==> src/rtl/hfc_pkg.sv <==
`default_nettype none
// ----------------------------------------------------------------------------
// hfc_pkg
// Shared types, constants and the 16-bit fold used by the header checksum core.
// ----------------------------------------------------------------------------
package hfc_pkg;

   // Byte offset of the four-byte checksum field inside the header
   localparam int unsigned CSUM_FIELD_OFFSET = 36;
   localparam int unsigned CSUM_FIELD_LEN    = 4;
   localparam int unsigned CSUM_FIELD_END    = CSUM_FIELD_OFFSET + CSUM_FIELD_LEN;

   // Byte position counter, saturates at the end of the checksum field
   localparam int unsigned POS_W = 6;

   localparam logic [POS_W-1:0] FIELD_START_POS = POS_W'(CSUM_FIELD_OFFSET);
   localparam logic [POS_W-1:0] FIELD_END_POS   = POS_W'(CSUM_FIELD_END);

   typedef struct packed {
      logic [7:0] data_byte;
      logic       last;
   } hfc_req_type;

   typedef struct packed {
      logic [31:0] checksum;
      logic        short_header;
   } hfc_rsp_type;

   // Final sums of one header, waiting to be folded
   typedef struct packed {
      logic [31:0] byte_sum;
      logic [31:0] sum_of_sums;
      logic        short_header;
   } hfc_pend_type;

   // Fold a 32-bit sum to 16 bits with end-around carry
   function automatic logic [15:0] fold16(input logic [31:0] v);
      logic [16:0] b;
      b = {1'b0, v[15:0]} + {1'b0, v[31:16]};
      return b[15:0] + {15'd0, b[16]};
   endfunction

endpackage
`default_nettype wire

==> src/rtl/hfc_accum.sv <==
`default_nettype none
// ----------------------------------------------------------------------------
// hfc_accum
// Running byte sum and sum of sums; hands the final sums of a header onward.
// ----------------------------------------------------------------------------
module hfc_accum (
   input  wire logic                  clock,
   input  wire logic                  reset,
   input  wire logic                  req_valid,
   output logic                       req_ready,
   input  wire hfc_pkg::hfc_req_type  req_data,
   output logic                       pend_valid,
   input  wire logic                  pend_ready,
   output hfc_pkg::hfc_pend_type      pend_data
);
   import hfc_pkg::*;

   logic [31:0]      byte_sum_ff, byte_sum_in;
   logic [31:0]      sum_of_sums_ff, sum_of_sums_in;
   logic [POS_W-1:0] pos_ff, pos_in;
   logic             pend_valid_ff, pend_valid_in;
   hfc_pend_type     pend_ff, pend_in;

   logic             req_fire;
   logic             in_field;
   logic [7:0]       data_eff;
   logic [31:0]      byte_sum_add;
   logic [31:0]      sum_of_sums_add;
   logic [POS_W-1:0] pos_add;

   assign req_ready = !pend_valid_ff || pend_ready;
   assign req_fire  = req_valid && req_ready;

   // checksum field bytes count as zero
   assign in_field        = (pos_ff >= FIELD_START_POS) && (pos_ff < FIELD_END_POS);
   assign data_eff        = in_field ? 8'd0 : req_data.data_byte;
   assign byte_sum_add    = byte_sum_ff + {24'd0, data_eff};
   assign sum_of_sums_add = sum_of_sums_ff + byte_sum_add;
   assign pos_add         = (pos_ff < FIELD_END_POS) ? pos_ff + 1'b1 : pos_ff;

   always_comb begin
      byte_sum_in    = byte_sum_ff;
      sum_of_sums_in = sum_of_sums_ff;
      pos_in         = pos_ff;
      pend_valid_in  = pend_valid_ff;
      pend_in        = pend_ff;
      if (pend_ready) begin
         pend_valid_in = 1'b0;
      end
      if (req_fire) begin
         if (req_data.last) begin
            byte_sum_in          = '0;
            sum_of_sums_in       = '0;
            pos_in               = '0;
            pend_valid_in        = 1'b1;
            pend_in.byte_sum     = byte_sum_add;
            pend_in.sum_of_sums  = sum_of_sums_add;
            pend_in.short_header = (pos_add < FIELD_END_POS);
         end else begin
            byte_sum_in    = byte_sum_add;
            sum_of_sums_in = sum_of_sums_add;
            pos_in         = pos_add;
         end
      end
   end

   always_ff @(posedge clock) begin
      if (reset) begin
         byte_sum_ff    <= '0;
         sum_of_sums_ff <= '0;
         pos_ff         <= '0;
         pend_valid_ff  <= 1'b0;
      end else begin
         byte_sum_ff    <= byte_sum_in;
         sum_of_sums_ff <= sum_of_sums_in;
         pos_ff         <= pos_in;
         pend_valid_ff  <= pend_valid_in;
      end
   end

   always_ff @(posedge clock) begin
      pend_ff <= pend_in;
   end

   assign pend_valid = pend_valid_ff;
   assign pend_data  = pend_ff;

`ifndef ASSERT_OFF
   a_clear_after_last : assert property (@(posedge clock) disable iff (reset)
      req_fire && req_data.last |=> pos_ff == '0 && byte_sum_ff == '0 && sum_of_sums_ff == '0)
      else $error("sums not cleared after last word");

   a_pos_step : assert property (@(posedge clock) disable iff (reset)
      req_fire && !req_data.last && pos_ff < FIELD_END_POS |=> pos_ff == $past(pos_ff) + 1'b1)
      else $error("byte position did not advance");

   a_field_zero : assert property (@(posedge clock) disable iff (reset)
      req_fire && !req_data.last && in_field |=> byte_sum_ff == $past(byte_sum_ff))
      else $error("checksum field byte added to byte sum");
`endif

endmodule
`default_nettype wire

==> src/rtl/hfc_fold.sv <==
`default_nettype none
// ----------------------------------------------------------------------------
// hfc_fold
// Folds the final sums to 16 bits each and holds the result word.
// ----------------------------------------------------------------------------
module hfc_fold (
   input  wire logic                  clock,
   input  wire logic                  reset,
   input  wire logic                  pend_valid,
   output logic                       pend_ready,
   input  wire hfc_pkg::hfc_pend_type pend_data,
   output logic                       rsp_valid,
   input  wire logic                  rsp_ready,
   output hfc_pkg::hfc_rsp_type       rsp_data
);
   import hfc_pkg::*;

   logic        rsp_valid_ff, rsp_valid_in;
   hfc_rsp_type rsp_ff, rsp_in;
   logic        load;

   assign pend_ready = !rsp_valid_ff || rsp_ready;
   assign load       = pend_valid && pend_ready;

   always_comb begin
      rsp_valid_in = rsp_valid_ff;
      rsp_in       = rsp_ff;
      if (rsp_ready) begin
         rsp_valid_in = 1'b0;
      end
      if (load) begin
         rsp_valid_in        = 1'b1;
         rsp_in.checksum     = {fold16(pend_data.sum_of_sums), fold16(pend_data.byte_sum)};
         rsp_in.short_header = pend_data.short_header;
      end
   end

   always_ff @(posedge clock) begin
      if (reset) begin
         rsp_valid_ff <= 1'b0;
      end else begin
         rsp_valid_ff <= rsp_valid_in;
      end
   end

   always_ff @(posedge clock) begin
      rsp_ff <= rsp_in;
   end

   assign rsp_valid = rsp_valid_ff;
   assign rsp_data  = rsp_ff;

`ifndef ASSERT_OFF
   a_rise_needs_pend : assert property (@(posedge clock) disable iff (reset)
      $rose(rsp_valid_ff) |-> $past(pend_valid))
      else $error("result appeared without pending sums");

   a_no_overwrite : assert property (@(posedge clock) disable iff (reset)
      rsp_valid_ff && !rsp_ready |-> !load)
      else $error("held result overwritten");

   a_fold_low : assert property (@(posedge clock) disable iff (reset)
      load |=> rsp_ff.checksum[15:0] == fold16($past(pend_data.byte_sum)))
      else $error("low half does not match folded byte sum");
`endif

endmodule
`default_nettype wire

==> src/rtl/header_fletcher_checksum_core.sv <==
`default_nettype none
// ----------------------------------------------------------------------------
// header_fletcher_checksum_core
// Fletcher-32 style checksum over an image header, one byte per word.
// ----------------------------------------------------------------------------
//
//   channel | direction | handshake           | word
//   --------+-----------+---------------------+--------------------------------
//   req     | in        | req_valid/req_ready | data_byte, last
//   rsp     | out       | rsp_valid/rsp_ready | checksum, short_header
//
// Takes one req word every cycle while req_ready is high; the two chained
//   32-bit adders of the accumulator set that cycle.
// The rsp word passes through the pending register, then the output register.
// Reset (synchronous) clears both sums, the byte position and the valid bits.
// req_ready drops only while a finished result sits in both the pending
//   stage and the output register and rsp_ready is low.
// ----------------------------------------------------------------------------
module header_fletcher_checksum_core (
   input  wire logic                 clock,
   input  wire logic                 reset,
   input  wire logic                 req_valid,
   output logic                      req_ready,
   input  wire hfc_pkg::hfc_req_type req_data,
   output logic                      rsp_valid,
   input  wire logic                 rsp_ready,
   output hfc_pkg::hfc_rsp_type      rsp_data
);
   import hfc_pkg::*;

   // final sums of a header between accumulator and fold stage
   logic         pend_valid;
   logic         pend_ready;
   hfc_pend_type pend_data;

   // running sums, byte position, zeroing of the checksum field
   hfc_accum u_accum (
      .clock      (clock),
      .reset      (reset),
      .req_valid  (req_valid),
      .req_ready  (req_ready),
      .req_data   (req_data),
      .pend_valid (pend_valid),
      .pend_ready (pend_ready),
      .pend_data  (pend_data)
   );

   // end-around fold and output register
   hfc_fold u_fold (
      .clock      (clock),
      .reset      (reset),
      .pend_valid (pend_valid),
      .pend_ready (pend_ready),
      .pend_data  (pend_data),
      .rsp_valid  (rsp_valid),
      .rsp_ready  (rsp_ready),
      .rsp_data   (rsp_data)
   );

endmodule
`default_nettype wire

==> config.mk <==
export PLATFORM = sky130hd
export DESIGN_NAME = header_fletcher_checksum_core
export DESIGN_NICKNAME = d
export VERILOG_FILES = /design/src/rtl/hfc_pkg.sv /design/src/rtl/hfc_accum.sv /design/src/rtl/hfc_fold.sv /design/src/rtl/header_fletcher_checksum_core.sv
export SDC_FILE = /design/constraint.sdc
export NUM_CORES = 1
export LEC_CHECK = 0
export ABC_AREA = 1
export ABC_CLOCK_PERIOD_IN_PS = 6200
export BUFFER_PORTS_ARGS = -buffer_cell sky130_fd_sc_hd__clkbuf_2
export CAP_MARGIN = 5
export CORE_UTILIZATION = 63
export DETAILED_ROUTE_END_ITERATION = 12
export GPL_ROUTABILITY_DRIVEN = 1
export GPL_TIMING_DRIVEN = 0
export PLACE_DENSITY = 0.81
export SLEW_MARGIN = 20
export SYNTH_ARGS = -nofsm -noshare
export SYNTH_HDL_FRONTEND = slang
export SYNTH_SLANG_ARGS = --single-unit
==> constraint.sdc <==
create_clock -name clock -period 6.2 [get_ports clock]
set_input_delay 1.24 -clock clock [delete_from_list [all_inputs] [get_ports clock]]
set_output_delay 1.24 -clock clock [all_outputs]
set_load 0.01 [all_outputs]
==> results of run 1 <==
## worst max-delay path: stages, from the launching register on
cell and delay, ns:
sky130_fd_sc_hd__dfxtp_1 0.38, sky130_fd_sc_hd__nor4_2 0.28, sky130_fd_sc_hd__buf_2 0.27, sky130_fd_sc_hd__nor2_1 0.07, sky130_fd_sc_hd__ha_1 0.21, sky130_fd_sc_hd__fa_1 0.41
sky130_fd_sc_hd__nand3_1 0.10, sky130_fd_sc_hd__nand2_1 0.11, sky130_fd_sc_hd__a21oi_1 0.48, sky130_fd_sc_hd__nor2_1 0.14, sky130_fd_sc_hd__xor2_1 0.38, sky130_fd_sc_hd__ha_1 0.26
sky130_fd_sc_hd__nand2_1 0.13, sky130_fd_sc_hd__nor2_1 0.26, sky130_fd_sc_hd__inv_1 0.06, sky130_fd_sc_hd__o21ai_0 0.54, sky130_fd_sc_hd__nand3_1 0.23, sky130_fd_sc_hd__nand2_1 0.11
sky130_fd_sc_hd__nand2_1 0.07, sky130_fd_sc_hd__and2_1 0.17
## cell usage after synthesis, types with 2 or more instances
| cell | number |
|---|---|
| sky130_fd_sc_hd__a211oi_1 | 2 |
| sky130_fd_sc_hd__a21o_1 | 6 |
| sky130_fd_sc_hd__a21oi_1 | 153 |
| sky130_fd_sc_hd__a31oi_1 | 2 |
| sky130_fd_sc_hd__and2_1 | 10 |
| sky130_fd_sc_hd__buf_2 | 5 |
| sky130_fd_sc_hd__clkbuf_1 | 16 |
| sky130_fd_sc_hd__dfxtp_1 | 72 |
| sky130_fd_sc_hd__edfxtp_1 | 98 |
| sky130_fd_sc_hd__fa_1 | 4 |
| sky130_fd_sc_hd__ha_1 | 79 |
| sky130_fd_sc_hd__inv_1 | 148 |
| sky130_fd_sc_hd__inv_2 | 3 |
| sky130_fd_sc_hd__nand2_1 | 388 |
| sky130_fd_sc_hd__nand2_2 | 4 |
| sky130_fd_sc_hd__nand3_1 | 76 |
| sky130_fd_sc_hd__nand3b_1 | 4 |
| sky130_fd_sc_hd__nand4_1 | 21 |
| sky130_fd_sc_hd__nor2_1 | 119 |
| sky130_fd_sc_hd__nor2_2 | 6 |
| sky130_fd_sc_hd__nor3_1 | 23 |
| sky130_fd_sc_hd__nor3_2 | 2 |
| sky130_fd_sc_hd__nor4_1 | 5 |
| sky130_fd_sc_hd__o21a_1 | 5 |
| sky130_fd_sc_hd__o21ai_0 | 39 |
| sky130_fd_sc_hd__o21ai_2 | 4 |
| sky130_fd_sc_hd__o21bai_1 | 8 |
| sky130_fd_sc_hd__o31ai_1 | 2 |
| sky130_fd_sc_hd__or2_2 | 3 |
| sky130_fd_sc_hd__xnor2_1 | 18 |
| sky130_fd_sc_hd__xor2_1 | 64 |
| sky130_fd_sc_hd__xor2_2 | 6 |
## path summary, 6_finish.rpt
check / startpoint / end / depth (start not counted)
max reg2reg: u_accum.pos_ff[3] / u_accum.pend_data[29] / 19
min: u_accum.pend_data[0] / u_fold.rsp_data[0] / 0
max: u_accum.pos_ff[3] / u_accum.pend_data[29] / 19
min reg2reg: u_accum.pend_data[0] / u_fold.rsp_data[0] / 0
## power by group
part           internal, W  leakage, nW  total [W]  switching (W)
Clock             0.000617        0.294    0.00106       0.000448
Sequential         0.00125         1.49    0.00127      0.0000166
Combinational     0.000152         3.44   0.000466       0.000314
Total              0.00202         5.23    0.00280       0.000779
## final cells by class
class	instances	area [sq um]	share of cell area, %
Multi-Input combinational cell	1061	5910	48.8
Sequential cell	170	4380	36.2
Inverter	151	567	4.68
Clock buffer	24	505	4.17
Timing Repair Buffer	50	310	2.56
Tap cell	220	275	2.27
Buffer	22	88.8	0.733
Clock inverter	8	77.6	0.640
## stage by stage
| step | util, % | instance area [sq um] |
|---|---|---|
| 2_1_floorplan | - | 10900 |
| 3_3_place_gp | 68.2 | 11400 |
| 3_5_place_dp | 68.8 | 11500 |
| 4_1_cts | 72.3 | 12100 |
| 5_1_grt | 72.3 | 12100 |
| 6_report | 72.3 | 12100 |
## state kept, by name (all words and copies together) (netlist names)
| register | flops |
|---|---|
| u_accum.pend_data | 65 |
| u_fold.rsp_data | 33 |
| u_accum.byte_sum_ff | 32 |
| u_accum.sum_of_sums_ff | 32 |
| u_accum.pos_ff | 6 |
| u_accum.pend_valid | 1 |
| u_fold.rsp_valid | 1 |
## cell families (layout without fill, tap and decap cells)
group	after synthesis	in the layout	share of synthesized area [%]
AOI/OAI and AO/OA	225	225	11.1
xor gates and xnor gates	88	88	7.47
adders and majority gates	83	83	9.78
buffers and inverters	173	255	6.00
DFF	170	170	40.1
and+or+nand+nor	665	665	25.5
## layer usage
| layer | vias to the layer above | track usage [%] | wire (um) |
|---|---|---|---|
| met1 | 4478 | 41.4 | 12000 |
| li1 | 4803 | - | - |
| met5 | - | 0 | 0 |
| met2 | 400 | 52.6 | 12600 |
| met3 | 70 | 4.64 | 1830 |
| met4 | 0 | 14.5 | 1150 |
## cell usage in the layout, fill, tap and decap left out, drive strengths merged, types with 18 or more instances in the layout
cell type	n
xor2	70
nor3	25
clkbuf	86
inv	157
nand2	393
ha	79
nor2	125
nand3	76
o21ai	44
nand4	21
edfxtp	98
dfxtp	72
a21oi	153
xnor2	18
==> results.md, run 1 <==
- Routability congestion estimate: between 0.9 and 1
- Number of cells produced by synthesis: roughly 1.4k
- Worst Max-Slew Pin Slew: 0.725 ns
- Number of standard cells in the final layout excluding fillers: 1,706
- R2R Setup Slk: 1.26 ns
- Setup skew after layout: between 0.01 and 0.015 ns
- Post-CTS Resized: 0
- Hold-fix buffer count after cts: 0
- Iter 0 DRT Violations: 713
- Capturing element type of the critical path: flip-flop
- Maxcap violations: 0
- Run status: completed
- Sum of routed wire length over all layers: 27.6 mm
- Final critical delay including setup and external delays: 4.94 ns
- Initial antenna violation count: 0
- Layout cells sized above 1: 7.94%
- Number of hold violations in the final report: 0
- Register bit total from synthesis: 170
- Routed vias/inst: between 5 and 6
- Area grow syn2layout: 10.9%
- Placed wire-length estimate: 22.2 mm
- Vias in the first global route: 8,960
- Clock tree from TritonCTS: built
- Synth top area share: 26.9%
- Cts bufs inserted: 17
- Number of fillers in the final layout: between 1k and 1.5k
- Core region area: between 0.015 and 0.02 sq mm
- Unrepaired setup endpoints after global routing: false
- Summed negative setup slack over all endpoints: 0 ns
- Final net count: 1,569
- Post-route setup slack: 1.26 ns
- # diodes: 0
- Starting Density: 65.2%
- Top fanout value on the critical path: 8
- Total power: 0.00280 W
- Chip width: about 130 um
- Arrival time reported for the critical path endpoint: just over 5 ns
- H-tree depth: 4
- Buffer cell driving the clock tree root: sky130_fd_sc_hd__clkbuf_16
- Peak Freq: 202 MHz
- Period utilisation layout: 79.7%
- Sequential area share after synthesis: 40.1%
- Startpoint Class: flip-flop
- Leakage power: 5.23 nW
- Headroom to the max-slew limit: roughly 50%
- Pwr per Cell Area: 231 mW/mm^2
- DIE HEIGHT: 134 um
- Number of placement rows: 47
- Post-synth EDFFs: 98
- Hold/Removal Path Class: flip-flop to flip-flop
- Mapped Nets: 1,500
- Number of design rule violations left after detail routing: 0
- Number of buffers inserted by port buffering: 46
- Required time at the worst-slack endpoint: 6.37 ns
- Number of placed I/O pins: 48
- Final-report max-slew violation count: 0
- Post-CTS Setup Repair Bufs: 0
- Global Route Usage Sum: around a third
- Detail Route Antenna Nets: 0
- Most frequently used flop master after synthesis: sky130_fd_sc_hd__edfxtp_1
- Clock latency at the later pin of the worst-skew pair: 0.43 ns
- Routed wirelength normalized by instance count: roughly 16 um
- Synthesized area per cell: 7.78 sq um
- Number of setup violations in the final report: 0
- Pin count of the biggest net entering global routing: 29
- CTS clock-pin slew for the worst setup and hold paths: 0.07 ns
- Peak ir drop on the vdd network: 209 uV
- Drt first pass iters: 5
- Number of unique standard cell types used by synthesis: 41
- Library cell occupying the most area in the post-synthesis netlist: sky130_fd_sc_hd__edfxtp_1
- Async set-reset flop share out of synthesis: 0%
- Final-layout worst hold slack: 0.444 ns
- Most area-consuming cells after synthesis: sky130_fd_sc_hd__edfxtp_1 27%, sky130_fd_sc_hd__nand2_1 13%, sky130_fd_sc_hd__dfxtp_1 13%, sky130_fd_sc_hd__ha_1 9.1%, sky130_fd_sc_hd__a21oi_1 7.0%
- Die area: 0.0179 sq mm
- Global-route wire length before repair: 43.9 mm
- Clk sinks: 170
- Post-Place Worst Slack: 1.05 ns
- Cells after DPL: 1,674
- Longest Clk Path Bufs: 2
- GR Overflow Total: 0
- Worst Path Class, Setup: flip-flop to flip-flop
- Total number of vias: approximately 9.8k
- Area of the mapped netlist: 0.0109 sq mm
- Number of warnings printed during yosys synthesis: 0
Power figures use the tool's default switching activity.
==> run 2, diff against run 1 <==
- ABC_CLOCK_PERIOD_IN_PS: 6200 -> 4000
- CORE_UTILIZATION: 63 -> 57
- PLACE_DENSITY: 0.81 -> 0.78
- clock period: 6.2 -> 4 ns (I/O delays scaled with it)
==> results.md, run 2 (synthesis results as in run 1) <==
- Worst Max-Slew Pin Slew: 0.688 ns (was 0.725 ns)
- Leakage power: 5.79 nW (was 5.23 nW)
- Top fanout value on the critical path: 8 (unchanged)
- Arrival time reported for the critical path endpoint: 4.48 ns (was 5.11 ns)
- Period utilisation layout: 103% (was 79.7%)
- Peak ir drop on the vdd network: 368 uV (was 209 uV)
- Headroom to the max-slew limit: 54.2% (was 51.5%)
- Area grow syn2layout: 27.6% (was 10.9%)
- Number of setup violations in the final report: 14 (was 0)
- Worst hold endpoint: u_fold.rsp_data[0] (unchanged)
- Starting Density: 58.2% (was 65.2%)
- Total power: 0.00438 W (was 0.00280 W)
- Number of placement rows: 50 (was 47)
- Buffer cell driving the clock tree root: sky130_fd_sc_hd__clkbuf_16 (unchanged)
- Detail Route Antenna Nets: 0 (unchanged)
- Pwr per Cell Area: 315 mW/mm^2 (was 231 mW/mm^2)
- Final-report max-slew violation count: 0 (unchanged)
- Most frequent cells in the layout: 353 x sky130_fd_sc_hd__nand2_1, 137 x sky130_fd_sc_hd__inv_1, 118 x sky130_fd_sc_hd__a21oi_1 (was 388 x sky130_fd_sc_hd__nand2_1, 152 x sky130_fd_sc_hd__a21oi_1, 148 x sky130_fd_sc_hd__inv_1)
- Routed wirelength normalized by instance count: 19.0 um (was 16.2 um)
- Chip width: 140 um (was 134 um)
- CTS clock-pin slew for the worst setup and hold paths: 0.07 ns (about the same)
- Final instance area: 0.0139 sq mm (was 0.0121 sq mm)
- Capturing element type of the critical path: flip-flop (unchanged)
- Number of placed I/O pins: 48 (unchanged)
- Longest Clk Path Bufs: 2 (unchanged)
- Routability congestion estimate: 1.01 (was 0.973)
- Placed wire-length estimate: 22.1 mm (was 22.2 mm)
- Critical path startpoint: u_accum.pos_ff[3] (unchanged)
- Run status: finished with violations (was completed)
- DIE HEIGHT: 140 um (was 134 um)
- Worst Path Class, Setup: flip-flop to flip-flop (unchanged)
- Initial antenna violation count: 0 (unchanged)
- Most frequent standard cell in the layout excluding fill and tap cells: sky130_fd_sc_hd__nand2_1 (unchanged)
- Global Route Usage Sum: 30.9% (was 31.9%)
- Violated checks: negative setup slack
- Worst Reg2Reg Path Length in Cells: 20 (was 19)
- Hold depth: 0 (unchanged)
- Flip-flop count of the largest register, all copies and words added: 65 (unchanged)
- Clock latency at the later pin of the worst-skew pair: 0.45 ns (was 0.43 ns)
- Post-Place Worst Slack: -1.27 ns (was 1.05 ns)
- Final net count: 1,623 (was 1,569)
- Unrepaired setup endpoints after global routing: true (was false)
- Number of design rule violations left after detail routing: 0 (unchanged)
- Vias in the first global route: 9,236 (was 8,960)
- Post-Place Cell Area: 0.0115 sq mm (about the same)
- Core region area: 0.0188 sq mm (was 0.0168 sq mm)
- Number of hold violations in the final report: 0 (unchanged)
- Hold-fix buffer count after cts: 0 (unchanged)
- Peak Freq: 244 MHz (was 202 MHz)
- Final critical delay including setup and external delays: 4.10 ns (was 4.94 ns)
- R2R Setup Slk: -0.10 ns (was 1.26 ns)
- Hold/Removal Path Class: flip-flop to flip-flop (unchanged)
- Total number of vias: 10.6k (was 9,751)
- Clock tree from TritonCTS: built (unchanged)
- Global-route wire length before repair: 46.7 mm (was 43.9 mm)
- Layout cells sized above 1: 23.7% (was 7.94%)
- Number of buffers inserted by port buffering: 46 (unchanged)
- Routed vias/inst: 5.97 (was 5.72)
- Hold Startpoint: u_accum.pend_data[0] (unchanged)
- Setup skew after layout: 0.0154 ns (was 0.0120 ns)
- Terminus of the critical flop-to-flop path: u_accum.sum_of_sums_ff[14] (was u_accum.pend_data[29])
- Required time at the worst-slack endpoint: 4.38 ns (was 6.37 ns)
- Summed negative setup slack over all endpoints: -0.713 ns (was 0 ns)
- H-tree depth: 4 (unchanged)
- Post-route setup slack: -0.100 ns (was 1.26 ns)
- Iter 0 DRT Violations: 1,209 (was 713)
- Cts bufs inserted: 17 (unchanged)
- Die area: 0.0197 sq mm (was 0.0179 sq mm)
- Maxcap violations: 0 (unchanged)
- Pin count of the biggest net entering global routing: 29 (unchanged)
- Clk sinks: 170 (unchanged)
- GR Overflow Total: 0 (unchanged)
- Sum of routed wire length over all layers: 33.7 mm (was 27.6 mm)
- Final-layout worst hold slack: 0.433 ns (was 0.444 ns)
- Reg-to-Reg Start: u_accum.pos_ff[3] (unchanged)
- Drt first pass iters: 8 (was 5)
- Startpoint Class: flip-flop (unchanged)
[run 2: worst max-delay path by stage]
stage          cells after the start  slack [ns]                         end
5_1_grt                           20       -0.26       u_accum.pend_data[29]
3_3_place_gp                      18       -1.21       u_accum.pend_data[29]
3_5_place_dp                      18       -1.27       u_accum.pend_data[29]
6_report                          20       -0.10  u_accum.sum_of_sums_ff[14]
4_1_cts                           23       -0.01       u_accum.pend_data[24]
2_1_floorplan                     17        0.06       u_accum.pend_data[17]
[run 2: metrics by stage]
stage	utilization, %	std cells
CTS	68.2	1737
floorplan	-	1404
detailed placement	61.5	1687
global placement	61.0	1684
finish	74.3	1775
global route	74.3	1774
[run 2: worst max-delay path, stage by stage, from the launching register on]
cell,delay [ns]
sky130_fd_sc_hd__dfxtp_4,0.36
sky130_fd_sc_hd__nor4_4,0.30
sky130_fd_sc_hd__buf_6,0.21
sky130_fd_sc_hd__nor2_1,0.06
sky130_fd_sc_hd__ha_1,0.37
sky130_fd_sc_hd__buf_4,0.14
sky130_fd_sc_hd__nand2_1,0.05
sky130_fd_sc_hd__nor2_1,0.09
sky130_fd_sc_hd__nand3_1,0.10
sky130_fd_sc_hd__nand2_2,0.16
sky130_fd_sc_hd__nand2_4,0.09
sky130_fd_sc_hd__a21oi_4,0.26
sky130_fd_sc_hd__xor2_4,0.15
sky130_fd_sc_hd__ha_4,0.35
sky130_fd_sc_hd__nand2_4,0.09
sky130_fd_sc_hd__nor2_1,0.26
sky130_fd_sc_hd__nand3_1,0.15
sky130_fd_sc_hd__nand2_2,0.18
sky130_fd_sc_hd__xor2_1,0.42
sky130_fd_sc_hd__nand2_1,0.10
sky130_fd_sc_hd__a21oi_1,0.13
[run 2: cell type report]
class / count / area, sq um
inverter: 151 / 567
multi-input combinational: 1061 / 7280
antenna: 1 / 2.50
buffer: 22 / 88.8
clock inverter: 13 / 104
timing repair buffer: 104 / 751
fill: 1313 / 4830
sequential: 170 / 4390
tap: 234 / 293
clock buffer: 19 / 464
[run 2: power by group]
part           internal, W  switching [W]  total, W
clock             0.000865       0.000764   0.00163
sequential         0.00194      0.0000291   0.00197
combinational     0.000270       0.000519  0.000789
total              0.00307        0.00131   0.00438
[run 2: layer usage]
metal  track usage (%)  up-vias  wire length [um]
met2              52.0      595             15900
met1              38.9     4941             13100
li1                  -     4894                 -
met5                 0        -                 0
met4              15.6        0              2010
met3              4.34      167              2760
[run 2: timing repair]
action,in CTS,in global routing
gates resized for setup,105,172
endpoints found under the setup margin,50,42
buffers inserted,18,37
pin swaps,18,61
hold endpoints to repair,0,0
==> run 3, diff against run 2 <==
- PLACE_DENSITY: 0.78 -> 0.82
==> results.md, run 3 (synthesis results as in run 1) <==
- Run status: finished with violations (unchanged)
- Violated checks: negative setup slack (unchanged)
- Total number of vias: 10.7k (was 10.6k)
- Worst Max-Slew Pin Slew: 0.721 ns (was 0.688 ns)
- Peak Freq: 238 MHz (was 244 MHz)
- Leakage power: 5.75 nW (was 5.79 nW)
- Pin count of the biggest net entering global routing: 30 (was 29)
- Drt first pass iters: 8 (unchanged)
- Cts bufs inserted: 17 (unchanged)
- Highest-utilization routing layer at the global route stage: met2 (unchanged)
- Unrepaired setup endpoints after global routing: true (unchanged)
- Longest Clk Path Bufs: 2 (unchanged)
- Bufs and invs on worst path: 3 (was 2)
- CP most frequent cell: sky130_fd_sc_hd__nand2_2 (was sky130_fd_sc_hd__nor2_1)
- Starting Density: 58.2% (unchanged)
- Clock latency at the later pin of the worst-skew pair: 0.44 ns (was 0.45 ns)
- Critical path cell sequence: nor4_4 -> buf_6 -> nor2_1 -> ha_1 -> nand2_1 -> nor2_2 -> a21oi_4 -> nor3_4 -> buf_12 -> nand2_1 -> xor2_1 -> inv_2 -> ha_4 -> a21oi_2 -> o21a_1 -> nand2_1 -> nand2_2 -> nand2_2 -> a21oi_4 -> nand3_2 -> nand2_2 -> nand2_2 -> a21oi_2 (was nor4_4 -> buf_6 -> nor2_1 -> ha_1 -> buf_4 -> nand2_1 -> nor2_1 -> nand3_1 -> nand2_2 -> nand2_4 -> a21oi_4 -> xor2_4 -> ha_4 -> nand2_4 -> nor2_1 -> nand3_1 -> nand2_2 -> xor2_1 -> nand2_1 -> a21oi_1)
- Final instance area: 0.0139 sq mm (about the same)
- Number of placement rows: 50 (unchanged)
- Global-route wire length before repair: 47.3 mm (was 46.7 mm)
- Number of buffers inserted by port buffering: 46 (unchanged)
- Hold-fix buffer count after cts: 0 (unchanged)
- Delay contributed by the slowest stage of the critical path: 0.40 ns (was 0.42 ns)
- Layout cells sized above 1: 23.1% (was 23.7%)
- Number of hold violations in the final report: 0 (unchanged)
- Worst-path cell with the longest stage delay: sky130_fd_sc_hd__ha_1 (was sky130_fd_sc_hd__xor2_1)
- Period utilisation layout: 105% (was 103%)
- Final-report max-slew violation count: 0 (unchanged)
- Peak ir drop on the vdd network: 316 uV (was 368 uV)
- H-tree depth: 4 (unchanged)
- Number of placed I/O pins: 48 (unchanged)
- CTS clock-pin slew for the worst setup and hold paths: 0.07 ns (about the same)
- Chip width: 140 um (unchanged)
- Sum of routed wire length over all layers: 34.1 mm (was 33.7 mm)
- Die area: 0.0197 sq mm (unchanged)
- Headroom to the max-slew limit: 51.9% (was 54.2%)
- Cell family with the largest share of critical-path delay: simple AND/OR/NAND/NOR gates (unchanged)
- Routed vias/inst: 6.06 (was 5.97)
- DIE HEIGHT: 140 um (unchanged)
- Maxcap violations: 0 (unchanged)
- Post-route setup slack: -0.193 ns (was -0.100 ns)
- Number of standard cells in the final layout excluding fillers: 1,772 (was 1,775)
- Post-Place Cell Area: 0.0115 sq mm (about the same)
- Capturing element type of the critical path: flip-flop (unchanged)
- Clk sinks: 170 (unchanged)
- Fraction of met1 tracks used by global routing: 38.5% (was 38.9%)
- Hold depth: 0 (unchanged)
- Area grow syn2layout: 27.2% (was 27.6%)
- Pwr per Cell Area: 327 mW/mm^2 (was 315 mW/mm^2)
- GR Overflow Total: 0 (unchanged)
- M2 GR Usage: 51.9% (was 52.0%)
- Flip-flop count of the largest register, all copies and words added: 65 (unchanged)
- Startpoint Class: flip-flop (unchanged)
- Worst path depth: 23 (was 20)
- Met3 track utilization from global routing: 5.40% (was 4.34%)
- Global Route Usage Sum: 31.1% (was 30.9%)
- Most frequent standard cell in the layout excluding fill and tap cells: sky130_fd_sc_hd__nand2_1 (unchanged)
- Vias in the first global route: 9,414 (was 9,236)
- Routability congestion estimate: 0.974 (was 1.01)
- Detail Route Antenna Nets: 0 (unchanged)
- Initial antenna violation count: 1 (was 0)
- Worst Reg2Reg Path Length in Cells: 23 (was 20)
- Worst Path Class, Setup: flip-flop to flip-flop (unchanged)
- Placed wire-length estimate: 21.7 mm (was 22.1 mm)
- Number of setup violations in the final report: 26 (was 14)
- Buffer cell driving the clock tree root: sky130_fd_sc_hd__clkbuf_16 (unchanged)
- Most frequent cells in the layout: 349 x sky130_fd_sc_hd__nand2_1, 139 x sky130_fd_sc_hd__inv_1, 114 x sky130_fd_sc_hd__a21oi_1 (was 353 x sky130_fd_sc_hd__nand2_1, 137 x sky130_fd_sc_hd__inv_1, 118 x sky130_fd_sc_hd__a21oi_1)
- Final critical delay including setup and external delays: 4.19 ns (was 4.10 ns)
- Clock tree from TritonCTS: built (unchanged)
- Arrival time reported for the critical path endpoint: 4.55 ns (was 4.48 ns)
- Cells after DPL: 1,687 (unchanged)
- Required time at the worst-slack endpoint: 4.36 ns (was 4.38 ns)
- Final cell utilization of the core: 74.0% (was 74.3%)
- Final net count: 1,620 (was 1,623)
- Hold/Removal Path Class: flip-flop to flip-flop (unchanged)
- Top fanout value on the critical path: 5 (was 8)
- Routed wirelength normalized by instance count: 19.2 um (was 19.0 um)
- Setup skew after layout: 0.0164 ns (was 0.0154 ns)
- Iter 0 DRT Violations: 1,384 (was 1,209)
- Number of design rule violations left after detail routing: 0 (unchanged)
- Summed negative setup slack over all endpoints: -1.88 ns (was -0.713 ns)
- Core region area: 0.0188 sq mm (unchanged)
## run 3: cell types whose count changed in the layout (fill, tap and decap cells not counted), moves of 4 or more
| cell | before | now |
|---|---|---|
| sky130_fd_sc_hd__a21oi_1 | 118 | 114 |
| sky130_fd_sc_hd__nand2_1 | 353 | 349 |
| sky130_fd_sc_hd__inv_4 | 4 | 0 |
| sky130_fd_sc_hd__nor2_1 | 103 | 99 |
| sky130_fd_sc_hd__nor2_2 | 12 | 19 |
| sky130_fd_sc_hd__nand2_2 | 24 | 29 |
| sky130_fd_sc_hd__buf_4 | 51 | 47 |
| sky130_fd_sc_hd__bufinv_16 | 0 | 4 |
| sky130_fd_sc_hd__ha_4 | 30 | 26 |
## run 3: path summary, 6_finish.rpt
kind | from | endpoint | slack [ns]
worst max-delay path | u_accum.pos_ff[3] | u_accum.sum_of_sums_ff[31] | -0.19
worst min-delay path | u_accum.pend_data[0] | u_fold.rsp_data[0] | 0.44
worst max register to register | u_accum.pos_ff[3] | u_accum.sum_of_sums_ff[31] | -0.19
worst min register to register | u_accum.pend_data[0] | u_fold.rsp_data[0] | 0.44
## run 3: metrics by stage
step                worst slack (ns)  hold WS, ns  power, W
finish                        -0.193        0.442   0.00453
global route                  -0.345        0.466   0.00466
CTS                          -0.0199        0.449   0.00444
detailed placement             -1.09        0.418   0.00270
global placement               -1.04        0.429   0.00268
floorplan                     0.0616        0.400   0.00252
## run 3: worst reg2reg max path, stage by stage (launching register included)
cell                      delay [ns]
sky130_fd_sc_hd__dfxtp_4        0.37
sky130_fd_sc_hd__nor4_4         0.28
sky130_fd_sc_hd__buf_6          0.18
sky130_fd_sc_hd__nor2_1         0.06
sky130_fd_sc_hd__ha_1           0.40
sky130_fd_sc_hd__nand2_1        0.19
sky130_fd_sc_hd__nor2_2         0.21
sky130_fd_sc_hd__a21oi_4        0.11
sky130_fd_sc_hd__nor3_4         0.22
sky130_fd_sc_hd__buf_12         0.15
sky130_fd_sc_hd__nand2_1        0.08
sky130_fd_sc_hd__xor2_1         0.20
sky130_fd_sc_hd__inv_2          0.11
sky130_fd_sc_hd__ha_4           0.28
sky130_fd_sc_hd__a21oi_2        0.20
sky130_fd_sc_hd__o21a_1         0.23
sky130_fd_sc_hd__nand2_1        0.09
sky130_fd_sc_hd__nand2_2        0.07
sky130_fd_sc_hd__nand2_2        0.06
sky130_fd_sc_hd__a21oi_4        0.17
sky130_fd_sc_hd__nand3_2        0.12
sky130_fd_sc_hd__nand2_2        0.10
sky130_fd_sc_hd__nand2_2        0.06
sky130_fd_sc_hd__a21oi_2        0.19
## run 3: per-layer routing
| metal | up-vias | share of wire, % | wire, um |
|---|---|---|---|
| met5 | - | 0 | 0 |
| met2 | 706 | 47 | 15900 |
| met3 | 203 | 9.1 | 3100 |
| li1 | 4885 | - | - |
| met1 | 4938 | 37 | 12800 |
| met4 | 0 | 6.7 | 2290 |
## run 3: cell type report
cell class	count	area, sq um
fill	1236	4880
clock buffer	20	437
multi-input combinational	1061	7210
buffer	22	88.8
timing repair buffer	101	724
sequential	170	4390
clock inverter	12	171
inverter	151	567
tap	234	293
antenna	1	2.50
## run 3: report_power, final
part           internal, W  leakage [nW]  switching [W]
combinational     0.000269          3.96       0.000526
clock              0.00104         0.294       0.000727
sequential         0.00194          1.49      0.0000301
## run 3: repair_timing
item                                    CTS  global route
gates cloned                              0             0
endpoints found under the setup margin   49            44
pin swaps                                24            72
setup buffers                            25            27
resized for setup                       102           164
